File: config.mk
export PLATFORM = sky130hd
export DESIGN_NAME = led_matrix_scan_driver_unit_flat
export DESIGN_NICKNAME = d
export VERILOG_FILES = /design/src/hw/rtl/lmsd_pkg.sv /design/src/hw/rtl/lmsd_if.sv /design/src/hw/rtl/led_matrix_scan_driver_unit.sv /design/src/hw/rtl/lmsd_ram.sv /design/src/hw/rtl/lmsd_seq.sv /design/src/hw/rtl/lmsd_pipe.sv /design/src/flat_wrapper.sv
export SDC_FILE = /design/constraint.sdc
export NUM_CORES = 1
export LEC_CHECK = 0
export BUFFER_PORTS_ARGS = -buffer_cell sky130_fd_sc_hd__buf_4
export CAP_MARGIN = 20
export CORE_MARGIN = 2
export CORE_UTILIZATION = 40
export CTS_CLUSTER_SIZE = 25
export DETAILED_ROUTE_END_ITERATION = 12
export PLACE_DENSITY = 0.55
export SKIP_LAST_GASP = 1
export SYNTH_ARGS = -nofsm -noshare
export SYNTH_HDL_FRONTEND = slang
export SYNTH_HIERARCHICAL = 1
export SYNTH_SLANG_ARGS = --single-unit
File: constraint.sdc
create_clock -name clk -period 6 [get_ports clk]
set_input_delay 0.3 -clock clk [delete_from_list [all_inputs] [get_ports clk]]
set_output_delay 0.3 -clock clk [all_outputs]
set_load 0.02 [all_outputs]
File: src/hw/rtl/lmsd_pkg.sv
`timescale 1ns / 1ps
`default_nettype none

package lmsd_pkg;

  // Panel geometry and latch sequence length
  localparam int ROW_PIXELS  = 32;
  localparam int ROW_COUNT   = 8;
  localparam int LATCH_TICKS = 3;

  localparam int ROW_W   = (ROW_COUNT > 1) ? $clog2(ROW_COUNT) : 1;
  localparam int COL_W   = $clog2(ROW_PIXELS + 1);
  localparam int LCNT_W  = $clog2(LATCH_TICKS + 1);
  localparam int STORE_DEPTH = ROW_COUNT * ROW_PIXELS;
  localparam int ADDR_W  = (STORE_DEPTH > 1) ? $clog2(STORE_DEPTH) : 1;

  localparam int COLOUR_W = 3;
  localparam int PIN_ADDR_W = 3;
  localparam int LATCH_W = 8;

  // Configuration port
  localparam int CFG_IDX_W  = 2;
  localparam int CFG_DATA_W = 8;
  localparam logic [CFG_IDX_W-1:0] REG_LATCH_START = 2'd0;
  localparam logic [CFG_IDX_W-1:0] REG_LATCH_KEEP  = 2'd1;
  localparam logic [LATCH_W-1:0] LATCH_START_RESET = 8'd7;
  localparam logic [LATCH_W-1:0] LATCH_KEEP_RESET  = 8'hFF;

  // Item kinds
  localparam logic FUNC_TICK  = 1'b0;
  localparam logic FUNC_WRITE = 1'b1;

  typedef enum logic [1:0] {
    ST_PRIME,
    ST_SHIFT,
    ST_LATCH
  } lmsd_state_t;

  // Pin state after one item, plus whether the colour comes from the store read
  typedef struct packed {
    logic                  clock_pin;
    logic [PIN_ADDR_W-1:0] address_pins;
    logic [LATCH_W-1:0]    latch_pins;
    logic                  load;
  } lmsd_pins_t;

endpackage

`default_nettype wire

File: src/hw/rtl/lmsd_if.sv
`timescale 1ns / 1ps
`default_nettype none

interface lmsd_in_if;
  logic       valid;
  logic       ready;
  logic       func;
  logic [2:0] write_row;
  logic [4:0] write_column;
  logic [2:0] write_colour;

  modport source(output valid, func, write_row, write_column, write_colour, input ready);
  modport sink(input valid, func, write_row, write_column, write_colour, output ready);
endinterface

interface lmsd_out_if;
  logic       valid;
  logic       ready;
  logic       clock_pin;
  logic [2:0] colour_pins;
  logic [2:0] address_pins;
  logic [7:0] latch_pins;

  modport source(output valid, clock_pin, colour_pins, address_pins, latch_pins, input ready);
  modport sink(input valid, clock_pin, colour_pins, address_pins, latch_pins, output ready);
endinterface

`default_nettype wire

File: src/hw/rtl/led_matrix_scan_driver_unit.sv
`timescale 1ns / 1ps
`default_nettype none

// Channel  Dir  Payload                                             Transfer when
// in_ch    in   func, write_row, write_column, write_colour         valid && ready
// out_ch   out  clock_pin, colour_pins, address_pins, latch_pins    valid && ready
// cfg      in   cfg_index, cfg_data                                  cfg_we
//
// One item per cycle sustained while the output is not stalled; each result passes through
// the store read stage, then the output register.
// The frame store is a single RAM with a registered read; at most one read or one write per item.
// rst (synchronous) clears the sequencer to its pre-scan state; the store holds no reset.
// A stalled output holds the pipe; input ready drops only when both stages are full.

module led_matrix_scan_driver_unit
  import lmsd_pkg::*;
(
  input  wire logic                  clk,
  input  wire logic                  rst,
  lmsd_in_if.sink                    in_ch,
  lmsd_out_if.source                 out_ch,
  input  wire logic                  cfg_we,
  input  wire logic [CFG_IDX_W-1:0]  cfg_index,
  input  wire logic [CFG_DATA_W-1:0] cfg_data
);

  // Configuration registers
  logic [LATCH_W-1:0] latch_start_pattern;
  logic [LATCH_W-1:0] latch_keep_mask;

  always_ff @(posedge clk) begin
    if (rst) begin
      latch_start_pattern <= LATCH_START_RESET;
      latch_keep_mask     <= LATCH_KEEP_RESET;
    end else if (cfg_we) begin
      case (cfg_index)
        REG_LATCH_START: latch_start_pattern <= cfg_data;
        REG_LATCH_KEEP:  latch_keep_mask     <= cfg_data;
        default: ;
      endcase
    end
  end

  logic                take;
  logic                ready;
  logic                wr_en;
  logic [ADDR_W-1:0]   wr_addr;
  logic [COLOUR_W-1:0] wr_data;
  logic                rd_en;
  logic [ADDR_W-1:0]   rd_addr;
  logic [COLOUR_W-1:0] rd_data;
  lmsd_pins_t          pins;

  assign in_ch.ready = ready;
  assign take        = in_ch.valid && ready;

  // Scan sequencer: row/column/clock/latch state, issues the store access
  lmsd_seq u_seq (
    .clk                 (clk),
    .rst                 (rst),
    .take                (take),
    .func                (in_ch.func),
    .write_row           (in_ch.write_row),
    .write_column        (in_ch.write_column),
    .write_colour        (in_ch.write_colour),
    .latch_start_pattern (latch_start_pattern),
    .latch_keep_mask     (latch_keep_mask),
    .wr_en               (wr_en),
    .wr_addr             (wr_addr),
    .wr_data             (wr_data),
    .rd_en               (rd_en),
    .rd_addr             (rd_addr),
    .pins                (pins)
  );

  // Frame store, one entry per pixel, row-major
  lmsd_ram #(
    .WIDTH (COLOUR_W),
    .DEPTH (STORE_DEPTH)
  ) u_store (
    .clk   (clk),
    .we    (wr_en),
    .waddr (wr_addr),
    .wdata (wr_data),
    .re    (rd_en),
    .raddr (rd_addr),
    .rdata (rd_data)
  );

  // Read-data stage and output register
  lmsd_pipe u_pipe (
    .clk     (clk),
    .rst     (rst),
    .take    (take),
    .pins    (pins),
    .rd_data (rd_data),
    .ready   (ready),
    .out_ch  (out_ch)
  );

endmodule

`default_nettype wire

File: src/hw/rtl/lmsd_ram.sv
`timescale 1ns / 1ps
`default_nettype none

module lmsd_ram #(
  parameter int WIDTH = 3,
  parameter int DEPTH = 256
) (
  input  wire logic                             clk,
  input  wire logic                             we,
  input  wire logic [$clog2(DEPTH)-1:0]         waddr,
  input  wire logic [WIDTH-1:0]                 wdata,
  input  wire logic                             re,
  input  wire logic [$clog2(DEPTH)-1:0]         raddr,
  output logic      [WIDTH-1:0]                 rdata
);

  logic [WIDTH-1:0] mem [DEPTH];

  always_ff @(posedge clk) begin
    if (we) begin
      mem[waddr] <= wdata;
    end
    if (re) begin
      rdata <= mem[raddr];
    end
  end

endmodule

`default_nettype wire

File: src/hw/rtl/lmsd_seq.sv
`timescale 1ns / 1ps
`default_nettype none

module lmsd_seq
  import lmsd_pkg::*;
(
  input  wire logic                  clk,
  input  wire logic                  rst,
  input  wire logic                  take,
  input  wire logic                  func,
  input  wire logic [2:0]            write_row,
  input  wire logic [4:0]            write_column,
  input  wire logic [COLOUR_W-1:0]   write_colour,
  input  wire logic [LATCH_W-1:0]    latch_start_pattern,
  input  wire logic [LATCH_W-1:0]    latch_keep_mask,
  output logic                       wr_en,
  output logic [ADDR_W-1:0]          wr_addr,
  output logic [COLOUR_W-1:0]        wr_data,
  output logic                       rd_en,
  output logic [ADDR_W-1:0]          rd_addr,
  output lmsd_pins_t                 pins
);

  lmsd_state_t state, state_next;

  logic [ROW_W-1:0]      row, row_next;
  logic [COL_W-1:0]      col, col_next;
  logic                  clk_lvl, clk_lvl_next;
  logic [LATCH_W-1:0]    latch_shift, latch_shift_next;
  logic [LCNT_W-1:0]     lcount, lcount_next;
  logic [PIN_ADDR_W-1:0] pin_address, pin_address_next;
  logic [LATCH_W-1:0]    pin_latch, pin_latch_next;

  logic             tick;
  logic             row_end;
  logic             latch_last;
  logic [ROW_W-1:0] row_inc;
  logic [ROW_W-1:0] rd_row;
  logic [COL_W-1:0] rd_col;
  logic             load;

  assign tick       = take && (func == FUNC_TICK);
  assign row_end    = (col == COL_W'(ROW_PIXELS));
  assign latch_last = (lcount == LCNT_W'(LATCH_TICKS - 1));
  assign row_inc    = (row == ROW_W'(ROW_COUNT - 1)) ? '0 : row + ROW_W'(1);

  // Next state
  always_comb begin
    state_next = state;
    if (tick) begin
      case (state)
        ST_PRIME: state_next = ST_SHIFT;
        ST_SHIFT: begin
          if (clk_lvl && row_end) begin
            state_next = ST_LATCH;
          end
        end
        ST_LATCH: begin
          if (latch_last) begin
            state_next = ST_SHIFT;
          end
        end
        default: state_next = ST_PRIME;
      endcase
    end
  end

  // Datapath updates and store read
  always_comb begin
    row_next         = row;
    col_next         = col;
    clk_lvl_next     = clk_lvl;
    latch_shift_next = latch_shift;
    lcount_next      = lcount;
    pin_address_next = pin_address;
    pin_latch_next   = pin_latch;
    load             = 1'b0;
    rd_row           = row;
    rd_col           = col;
    if (tick) begin
      case (state)
        ST_PRIME: begin
          // first tick: address and pixel 0 go out, and the clock rises with them
          load             = 1'b1;
          col_next         = col + COL_W'(1);
          clk_lvl_next     = ~clk_lvl;
          pin_address_next = PIN_ADDR_W'(row);
        end
        ST_SHIFT: begin
          clk_lvl_next = ~clk_lvl;
          if (clk_lvl) begin
            load = 1'b1;
            if (row_end) begin
              row_next = row_inc;
              rd_row   = row_inc;
              rd_col   = '0;
              col_next = COL_W'(1);
            end else begin
              col_next = col + COL_W'(1);
            end
          end
        end
        ST_LATCH: begin
          pin_latch_next = latch_shift;
          if (latch_last) begin
            lcount_next      = '0;
            latch_shift_next = latch_start_pattern;
            pin_address_next = PIN_ADDR_W'(row);
          end else begin
            lcount_next      = lcount + LCNT_W'(1);
            latch_shift_next = (latch_shift >> 1) & latch_keep_mask;
          end
        end
        default: ;
      endcase
    end
  end

  assign rd_en   = load;
  assign rd_addr = ADDR_W'(32'(rd_row) * ROW_PIXELS + 32'(rd_col));

  assign wr_en   = take && (func == FUNC_WRITE) && (32'(write_row) < ROW_COUNT)
                   && (32'(write_column) < ROW_PIXELS);
  assign wr_addr = ADDR_W'(32'(write_row) * ROW_PIXELS + 32'(write_column));
  assign wr_data = write_colour;

  assign pins.clock_pin    = clk_lvl_next;
  assign pins.address_pins = pin_address_next;
  assign pins.latch_pins   = pin_latch_next;
  assign pins.load         = load;

  always_ff @(posedge clk) begin
    if (rst) begin
      state       <= ST_PRIME;
      row         <= '0;
      col         <= '0;
      clk_lvl     <= 1'b0;
      latch_shift <= LATCH_START_RESET;
      lcount      <= '0;
      pin_address <= '0;
      pin_latch   <= '0;
    end else begin
      state       <= state_next;
      row         <= row_next;
      col         <= col_next;
      clk_lvl     <= clk_lvl_next;
      latch_shift <= latch_shift_next;
      lcount      <= lcount_next;
      pin_address <= pin_address_next;
      pin_latch   <= pin_latch_next;
    end
  end

endmodule

`default_nettype wire

File: src/hw/rtl/lmsd_pipe.sv
`timescale 1ns / 1ps
`default_nettype none

module lmsd_pipe
  import lmsd_pkg::*;
(
  input  wire logic                clk,
  input  wire logic                rst,
  input  wire logic                take,
  input  wire lmsd_pins_t          pins,
  input  wire logic [COLOUR_W-1:0] rd_data,
  output logic                     ready,
  lmsd_out_if.source               out_ch
);

  logic                  s1_valid;
  lmsd_pins_t            s1_pins;
  logic                  s1_adv;
  logic [COLOUR_W-1:0]   colour;
  logic [COLOUR_W-1:0]   colour_now;

  logic                  out_valid;
  logic                  out_clock;
  logic [COLOUR_W-1:0]   out_colour;
  logic [PIN_ADDR_W-1:0] out_address;
  logic [LATCH_W-1:0]    out_latch;

  assign s1_adv     = s1_valid && (!out_valid || out_ch.ready);
  assign ready      = !s1_valid || s1_adv;
  // store data is held in the RAM read register until this item moves on
  assign colour_now = s1_pins.load ? rd_data : colour;

  always_ff @(posedge clk) begin
    if (rst) begin
      s1_valid  <= 1'b0;
      out_valid <= 1'b0;
      colour    <= '0;
    end else begin
      if (ready) begin
        s1_valid <= take;
      end
      if (s1_adv) begin
        out_valid <= 1'b1;
        colour    <= colour_now;
      end else if (out_ch.ready) begin
        out_valid <= 1'b0;
      end
    end
  end

  always_ff @(posedge clk) begin
    if (ready && take) begin
      s1_pins <= pins;
    end
    if (s1_adv) begin
      out_clock   <= s1_pins.clock_pin;
      out_colour  <= colour_now;
      out_address <= s1_pins.address_pins;
      out_latch   <= s1_pins.latch_pins;
    end
  end

  assign out_ch.valid        = out_valid;
  assign out_ch.clock_pin    = out_clock;
  assign out_ch.colour_pins  = out_colour;
  assign out_ch.address_pins = out_address;
  assign out_ch.latch_pins   = out_latch;

endmodule

`default_nettype wire
File: src/flat_wrapper.sv
// flat-port wrapper written by rule: the top's interface ports become plain ports
module led_matrix_scan_driver_unit_flat import lmsd_pkg::*;
  (clk, rst, cfg_we, cfg_index, cfg_data, in_ch_valid, in_ch_func, in_ch_write_row, in_ch_write_column, in_ch_write_colour, in_ch_ready, out_ch_valid, out_ch_clock_pin, out_ch_colour_pins, out_ch_address_pins, out_ch_latch_pins, out_ch_ready);
  lmsd_in_if in_ch_i ();
  lmsd_out_if out_ch_i ();
  input  wire logic clk;
  input  wire logic rst;
  input  wire logic cfg_we;
  input  wire logic [CFG_IDX_W-1:0] cfg_index;
  input  wire logic [CFG_DATA_W-1:0] cfg_data;
  input wire logic [$bits(in_ch_i.valid)-1:0] in_ch_valid;
  input wire logic [$bits(in_ch_i.func)-1:0] in_ch_func;
  input wire logic [$bits(in_ch_i.write_row)-1:0] in_ch_write_row;
  input wire logic [$bits(in_ch_i.write_column)-1:0] in_ch_write_column;
  input wire logic [$bits(in_ch_i.write_colour)-1:0] in_ch_write_colour;
  output wire logic [$bits(in_ch_i.ready)-1:0] in_ch_ready;
  output wire logic [$bits(out_ch_i.valid)-1:0] out_ch_valid;
  output wire logic [$bits(out_ch_i.clock_pin)-1:0] out_ch_clock_pin;
  output wire logic [$bits(out_ch_i.colour_pins)-1:0] out_ch_colour_pins;
  output wire logic [$bits(out_ch_i.address_pins)-1:0] out_ch_address_pins;
  output wire logic [$bits(out_ch_i.latch_pins)-1:0] out_ch_latch_pins;
  input wire logic [$bits(out_ch_i.ready)-1:0] out_ch_ready;
  assign in_ch_i.valid = in_ch_valid;
  assign in_ch_i.func = in_ch_func;
  assign in_ch_i.write_row = in_ch_write_row;
  assign in_ch_i.write_column = in_ch_write_column;
  assign in_ch_i.write_colour = in_ch_write_colour;
  assign in_ch_ready = in_ch_i.ready;
  assign out_ch_valid = out_ch_i.valid;
  assign out_ch_clock_pin = out_ch_i.clock_pin;
  assign out_ch_colour_pins = out_ch_i.colour_pins;
  assign out_ch_address_pins = out_ch_i.address_pins;
  assign out_ch_latch_pins = out_ch_i.latch_pins;
  assign out_ch_i.ready = out_ch_ready;
  led_matrix_scan_driver_unit u_core (.clk(clk), .rst(rst), .in_ch(in_ch_i), .out_ch(out_ch_i), .cfg_we(cfg_we), .cfg_index(cfg_index), .cfg_data(cfg_data));
endmodule
== After elaboration in Yosys (flattened, before gate mapping) ==
Memory sizes are Yosys's and may differ from the RTL's. A register that Yosys moved wholly into a read port is not among the register bits.
Cells that the tools add are included.

* Eq/ne operators: 9
* Mux-type cells: 32
* $add $sub $neg: 5
* Bitwise operators: 3
* Reduce and logical (&&, ||, !) cells: 20

{| class="wikitable"
|+ Operators with widths
! kind !! count
|-
| $mux 6 || 6
|-
| $mux 3 || 8
|-
| $mux 8 || 3
|-
| $pmux 6 s2 || 1
|-
| $add 8x5->8 || 1
|-
| $add 8x6->8 || 1
|-
| $and 7x8->8 || 1
|-
| $mux 1 || 8
|-
| $add 6x1->6 const B || 1
|-
| $eq 6x6->1 const B || 1
|-
| $logic_and 1x1->1 || 6
|-
| $mux 2 || 3
|-
| $ne 2x2->1 const B || 3
|-
| $pmux 2 s3 || 1
|-
| $pmux 3 s2 || 1
|-
| $reduce_and 2->1 || 3
|-
| $reduce_and 3->1 || 2
|-
| $eq 2x1->1 const B || 2
|-
| $eq 2x2->1 const B || 2
|-
| $logic_not 2->1 || 2
|-
| $reduce_bool 2->1 || 2
|-
| $add 3x1->3 const B || 1
|-
| $eq 3x3->1 const B || 1
|-
| $add 2x1->2 const B || 1
|-
| other kinds (5) || 8
|}

* Memory bits (writable): 768
* Word-level logic and storage cells: 91
* Register bits after elaboration: 82
* Memories kept: 1

{| class="wikitable"
|+ Memory list
! name !! words !! width !! rd ports !! clocked after memory_dff !! wr ports !! RTL line !! RTL
|-
| u_core.u_store.mem || 256 || 3 || 1 || 1 || 1 || lmsd_ram.sv:17 || <nowiki>logic [WIDTH-1:0] mem [DEPTH];</nowiki>
|}

== Logic depth before layout (Yosys ltp) ==
* Word-level depth: 8
* Gate-level depth with buffers: 20
* Mapped depth without buffers: 14

== Cells and area by module ==
The synthesis kept the hierarchy.

{| class="wikitable"
|+ By module, submodules not included
! module !! area each (um2) !! instances !! sequential area each (um2) !! cells each
|-
| lmsd_ram || 31068.5 || 1 || 23152.2 || 1713
|-
| lmsd_seq || 1660.3 || 1 || 660.6 || 179
|-
| lmsd_pipe || 1104.8 || 1 || 940.9 || 55
|-
| led_matrix_scan_driver_unit || 683.2 || 1 || 320.3 || 70
|}

== Worst setup path before layout ==
OpenSTA, ideal clock, no wires.

* Path type: register to register
* From: reg u_core.u_pipe.out_valid (netlist: u_core/u_pipe/out_ch.valid)
* To: reg u_core.u_store.rdata[0], read port of u_core.u_store.mem (data pin)
* Stages on the path, launching flop included: 17
* Data arrival time: 3.892 ns
* Path slack: 1.847 ns
* Data required time: 5.739 ns
* Path buffers: 4
* Path through: dfxtp_1 and2b_2 nand2_1 and2_1 or3b_1 buf_6 nor4_4 buf_6 mux2_4 ha_1 clkbuf_1 clkbuf_1 nand2_1 a211oi_1 nor3_1 and3_1 a311o_1

* Word-level cells in the longest chain between the ends: 8
* Elaborated cells on any way between the ends: 10
* Those cells by class: add/sub (1); mux (3); reduce/logical (6)

{| class="wikitable"
|+ Ends and longest elaborated chain
! element !! RTL line !! RTL
|-
| start, declared || lmsd_pipe.sv:22 || <nowiki>logic out_valid;</nowiki>
|-
| start signal, assigned || lmsd_pipe.sv:36 || <nowiki>out_valid <= 1'b0;</nowiki>
|-
| start signal, assigned || lmsd_pipe.sv:43 || <nowiki>out_valid <= 1'b1;</nowiki>
|-
| start signal, assigned || lmsd_pipe.sv:46 || <nowiki>out_valid <= 1'b0;</nowiki>
|-
| $logic_not 1->1 || lmsd_pipe.sv:28 || <nowiki>assign s1_adv = s1_valid && (!out_valid || out_ch.ready);</nowiki>
|-
| $logic_or 1x1->1 || lmsd_pipe.sv:28 ||
|-
| $logic_and 1x1->1 || lmsd_pipe.sv:28 ||
|-
| $logic_or 1x1->1 || lmsd_pipe.sv:29 || <nowiki>assign ready = !s1_valid || s1_adv;</nowiki>
|-
| net in_ch_ready || flat_wrapper.sv:16 || <nowiki>output wire logic [$bits(in_ch_i.ready)-1:0] in_ch_ready;</nowiki>
|-
| $logic_and 1x1->1 || led_matrix_scan_driver_unit.sv:55 || <nowiki>assign take = in_ch.valid && ready;</nowiki>
|-
| net u_core.take || led_matrix_scan_driver_unit.sv:44 || <nowiki>logic take;</nowiki>
|-
| $logic_and 1x1->1 || lmsd_seq.sv:42 || <nowiki>assign tick = take && (func == FUNC_TICK);</nowiki>
|-
| $mux 3 || lmsd_seq.sv:80 || <nowiki>if (tick) begin</nowiki>
|-
| net u_core.u_seq.rd_row[0] || lmsd_seq.sv:38 || <nowiki>logic [ROW_W-1:0] rd_row;</nowiki>
|-
| $add 8x6->8 || lmsd_seq.sv:120 || <nowiki>assign rd_addr = ADDR_W'(32'(rd_row) * ROW_PIXELS + 32'(rd_col));</nowiki>
|-
| net u_core.rd_addr[5] || led_matrix_scan_driver_unit.sv:50 || <nowiki>logic [ADDR_W-1:0] rd_addr;</nowiki>
|-
| end, declared || lmsd_ram.sv:14 || <nowiki>output logic [WIDTH-1:0] rdata</nowiki>
|}

The timed path passes the listed nets, and every way through them passes these cells.
A chain may end at the register's enable or synchronous reset.

== Final worst setup path ==
* From: reg u_core.u_pipe.out_valid (netlist: u_core/u_pipe/out_ch.valid)
* To: reg u_core.u_store.rdata[2], read port of u_core.u_store.mem (data pin)

* Word-level cells in the longest chain between the ends: 8
* Elaborated cells on any way between the ends: 10
* Those cells by class: add/sub (1); mux (3); reduce/logical (6)

{| class="wikitable"
|+ Ends and longest elaborated chain
! element !! RTL line
|-
| $logic_not 1->1 || lmsd_pipe.sv:28
|-
| $logic_or 1x1->1 || lmsd_pipe.sv:28
|-
| $logic_and 1x1->1 || lmsd_pipe.sv:28
|-
| $logic_or 1x1->1 || lmsd_pipe.sv:29
|-
| $logic_and 1x1->1 || led_matrix_scan_driver_unit.sv:55
|-
| net u_core.take || led_matrix_scan_driver_unit.sv:44
|-
| $logic_and 1x1->1 || lmsd_seq.sv:42
|-
| $mux 3 || lmsd_seq.sv:80
|-
| net u_core.u_seq.rd_row[0] || lmsd_seq.sv:38
|-
| $add 8x6->8 || lmsd_seq.sv:120
|-
| net u_core.rd_addr[5] || led_matrix_scan_driver_unit.sv:50
|}

The timed path passes the listed nets, and every way through them passes these cells.

==> reports/summary.txt <==
===============================================================================================
Netlist area before placement                                                         34480 um2
Via count                                                                                 18320
Largest incremental delay on the critical path                                           800 ps
Top Family by Delay on Critical Path                                               simple AND/OR/NAND/NOR gates
Arrival time at the worst endpoint                                                      5460 ps
Leftover overflow at the end of global routing                                                0
Slowest library cell on the worst path                                                     ha_1
Post-layout minimum cycle time                                                          5085 ps
Kind of start point of the critical path                                              flip-flop
Total power of the final layout                                                       0.01221 W
Aggregate global-route resource usage                                                    18.83%
Buffers inserted during post-CTS setup optimization                                           0
Area added between synthesis and finish                                                  12.25%
Top-level I/O count                                                                          44
Clock tree from TritonCTS                                                                   yes
Fin Hold WS                                                                            48.32 ps
Residual antenna-violating net count after detailed routing                                   0
Peak fanout along the critical path                                                          17
Count of final max-slew check failures                                                        0
Number of buffers inserted by hold repair at cts                                              9
Final count of negative-setup-slack endpoints                                                 0
Library cell used as clock root buffer                                                clkbuf_16
Core ar.                                                                              85280 um2
Startpoint of the most critical register-to-register path                          u_core/u_pipe/out_ch.valid
Clock skew                                                                             20.25 ps
First-pass GRT wire length                                                            124200 um
Synthesized instance count                                                                 2013
Number of global-route vias before repair                                                 18690
Synthesized netlist net count                                                              2046
DRC violation total after the first TritonRoute iteration                                  1682
CTS H-tree depth                                                                              3
Max_cap viols                                                                                 0
Clock Sinks                                                                                 852
Pre-CTS setup slack                                                                    907.7 ps
Status                                                                             complete, no violations
Fin. Hold Viols                                                                               0
Launch point of the worst hold path                                                      cfg_we
Maximum number of pins on one net before global-route repair                                205
Pleak                                                                                  11.64 nW
Max clock buf depth                                                                           3
Maximum vdd drop                                                                    0.0002067 V
Cells traversed along the worst timing path                                        and2b_2 > nand2_1 > and2_1 > or3b_1 > nor4_4 > buf_4 > mux2_4 > ha_1 > nor2_1 > and3_1 > a22oi_1 > o211ai_1 > o32a_1 > a311o_1
Final routed DRC violation total                                                              0
Initial antenna violation count                                                               2
Die height                                                                             297.6 um
Commonest non-fill, non-tap cell in the layout                                         edfxtp_1
Worst skew pair latency                                                                  650 ps
Die area                                                                              88560 um2
Tightest Pin Transition                                                                 1044 ps
Final net count                                                                            2081
Cell area power density                                                            315.5 nW/um2
Drt first pass iters                                                                          5
Total of warnings raised by yosys                                                             6
Min-Delay Path Class                                                               input pin to flip-flop
Unrepaired setup endpoints after global routing                                           false
Number of input and output port buffers inserted                                             43
Number of buffers and inverters on the critical path                                          1
Horizontal extent of the die                                                           297.6 um
Post-detailed-routing wire length                                                      83580 um
Setup TNS after final layout                                                               0 ps
Number of standard-cell rows in the floorplan                                               107
Post-CTS sizing                                                                               0
Peak clock frequency supported by timing                                              196.6 MHz
Endpoint kind of the worst setup timing path                                          flip-flop
Final design utilization                                                                 45.38%
Detailed-route wire length per cell                                                    25.60 um
Final weighted congestion in routability-driven placement                                0.8031
Final worst-path cycle share                                                             84.76%
CP startpoint                                                                      u_core/u_pipe/out_ch.valid
Tightest slew margin relative to the limit                                               30.41%
Clock input transition at the sequential cells of the worst setup and hold paths          60 ps
Total CTS buffers                                                                            89
# fillers                                                                                  7321
Min setup slack post-route                                                             914.6 ps
Initial Util                                                                             40.43%
Required arrival time at the worst endpoint                                             6380 ps
Hpwl dp                                                                                50810 um
Via-per-instance ratio                                                                    5.612
Share of layout cells above drive strength 1                                             18.45%
Avg Synthesized Cell Area                                                             17.13 um2
Highest-count cells in the layout ignoring fill and taps                           edfxtp_1 (799), nor2_1 (306), mux4_2 (153)
Class of the most critical setup path                                              flip-flop to flip-flop
===============================================================================================
==> layout make-up <==
cell class              count  area [um2]  share of cell area [%]
flip-flops and latches    852       25060                   64.74
clock inverters            46       356.6                  0.9214
multi-input cells        1008        8635                   22.31
clock buffers             116        2360                   6.097
well taps                1144        1431                   3.698
repair buffers             91       837.1                   2.163
inverters                   6       22.52                 0.05819
diodes                      2       5.005                 0.01293
==> power by group <==
| part | switching [W] | internal, W | leakage (nW) |
|---|---|---|---|
| sequential | 0.0000122 | 0.00652 | 7.64 |
| clock | 0.00221 | 0.00295 | 1.33 |
| combinational | 0.000314 | 0.000199 | 2.68 |
| total | 0.00254 | 0.00967 | 11.6 |
==> stage by stage <==
step / instance area [um2] / cells
global route: 38700 / 3263
detailed placement: 35860 / 3091
floorplan: 34480 / 2013
CTS: 38670 / 3262
global placement: 35860 / 3091
finish: 38700 / 3265
==> layer usage <==
metal / vias up / GRT usage [%] / routed length (um)
met5: - / 0 / 0
met4: 0 / 5.423 / 2120
met3: 133 / 3.265 / 4942
met2: 627 / 30.71 / 40410
met1: 9577 / 26.02 / 36110
li1: 7987 / - / -
==> final timing paths <==
kind,slack (ps),end,cells past startpoint
worst max-delay path,910,u_core/u_store/rdata[2],14
worst min-delay path,50,u_core/latch_keep_mask[0],3
worst max register to register,910,u_core/u_store/rdata[2],14
worst min register to register,420,u_core/u_pipe/out_ch.latch_pins[4],0
==> worst min-delay path, stage by stage <==
cell      delay, ps
buf_4           110
nand3b_1        130
mux2i_1          90
==> flip-flops by register name, indices dropped and copies added (netlist names), 6 cells and up <==
| register | count |
|---|---|
| u_core/latch_start_pattern | 8 |
| u_core/u_store/mem | 768 |
| u_core/u_pipe/s1_pins | 13 |
| u_core/u_seq/col | 6 |
| u_core/u_seq/pin_latch | 8 |
| u_core/u_pipe/out_ch.latch_pins | 8 |
| u_core/latch_keep_mask | 7 |
| u_core/u_seq/latch_shift | 8 |
Note: power is estimated with default switching activity, not from simulation.
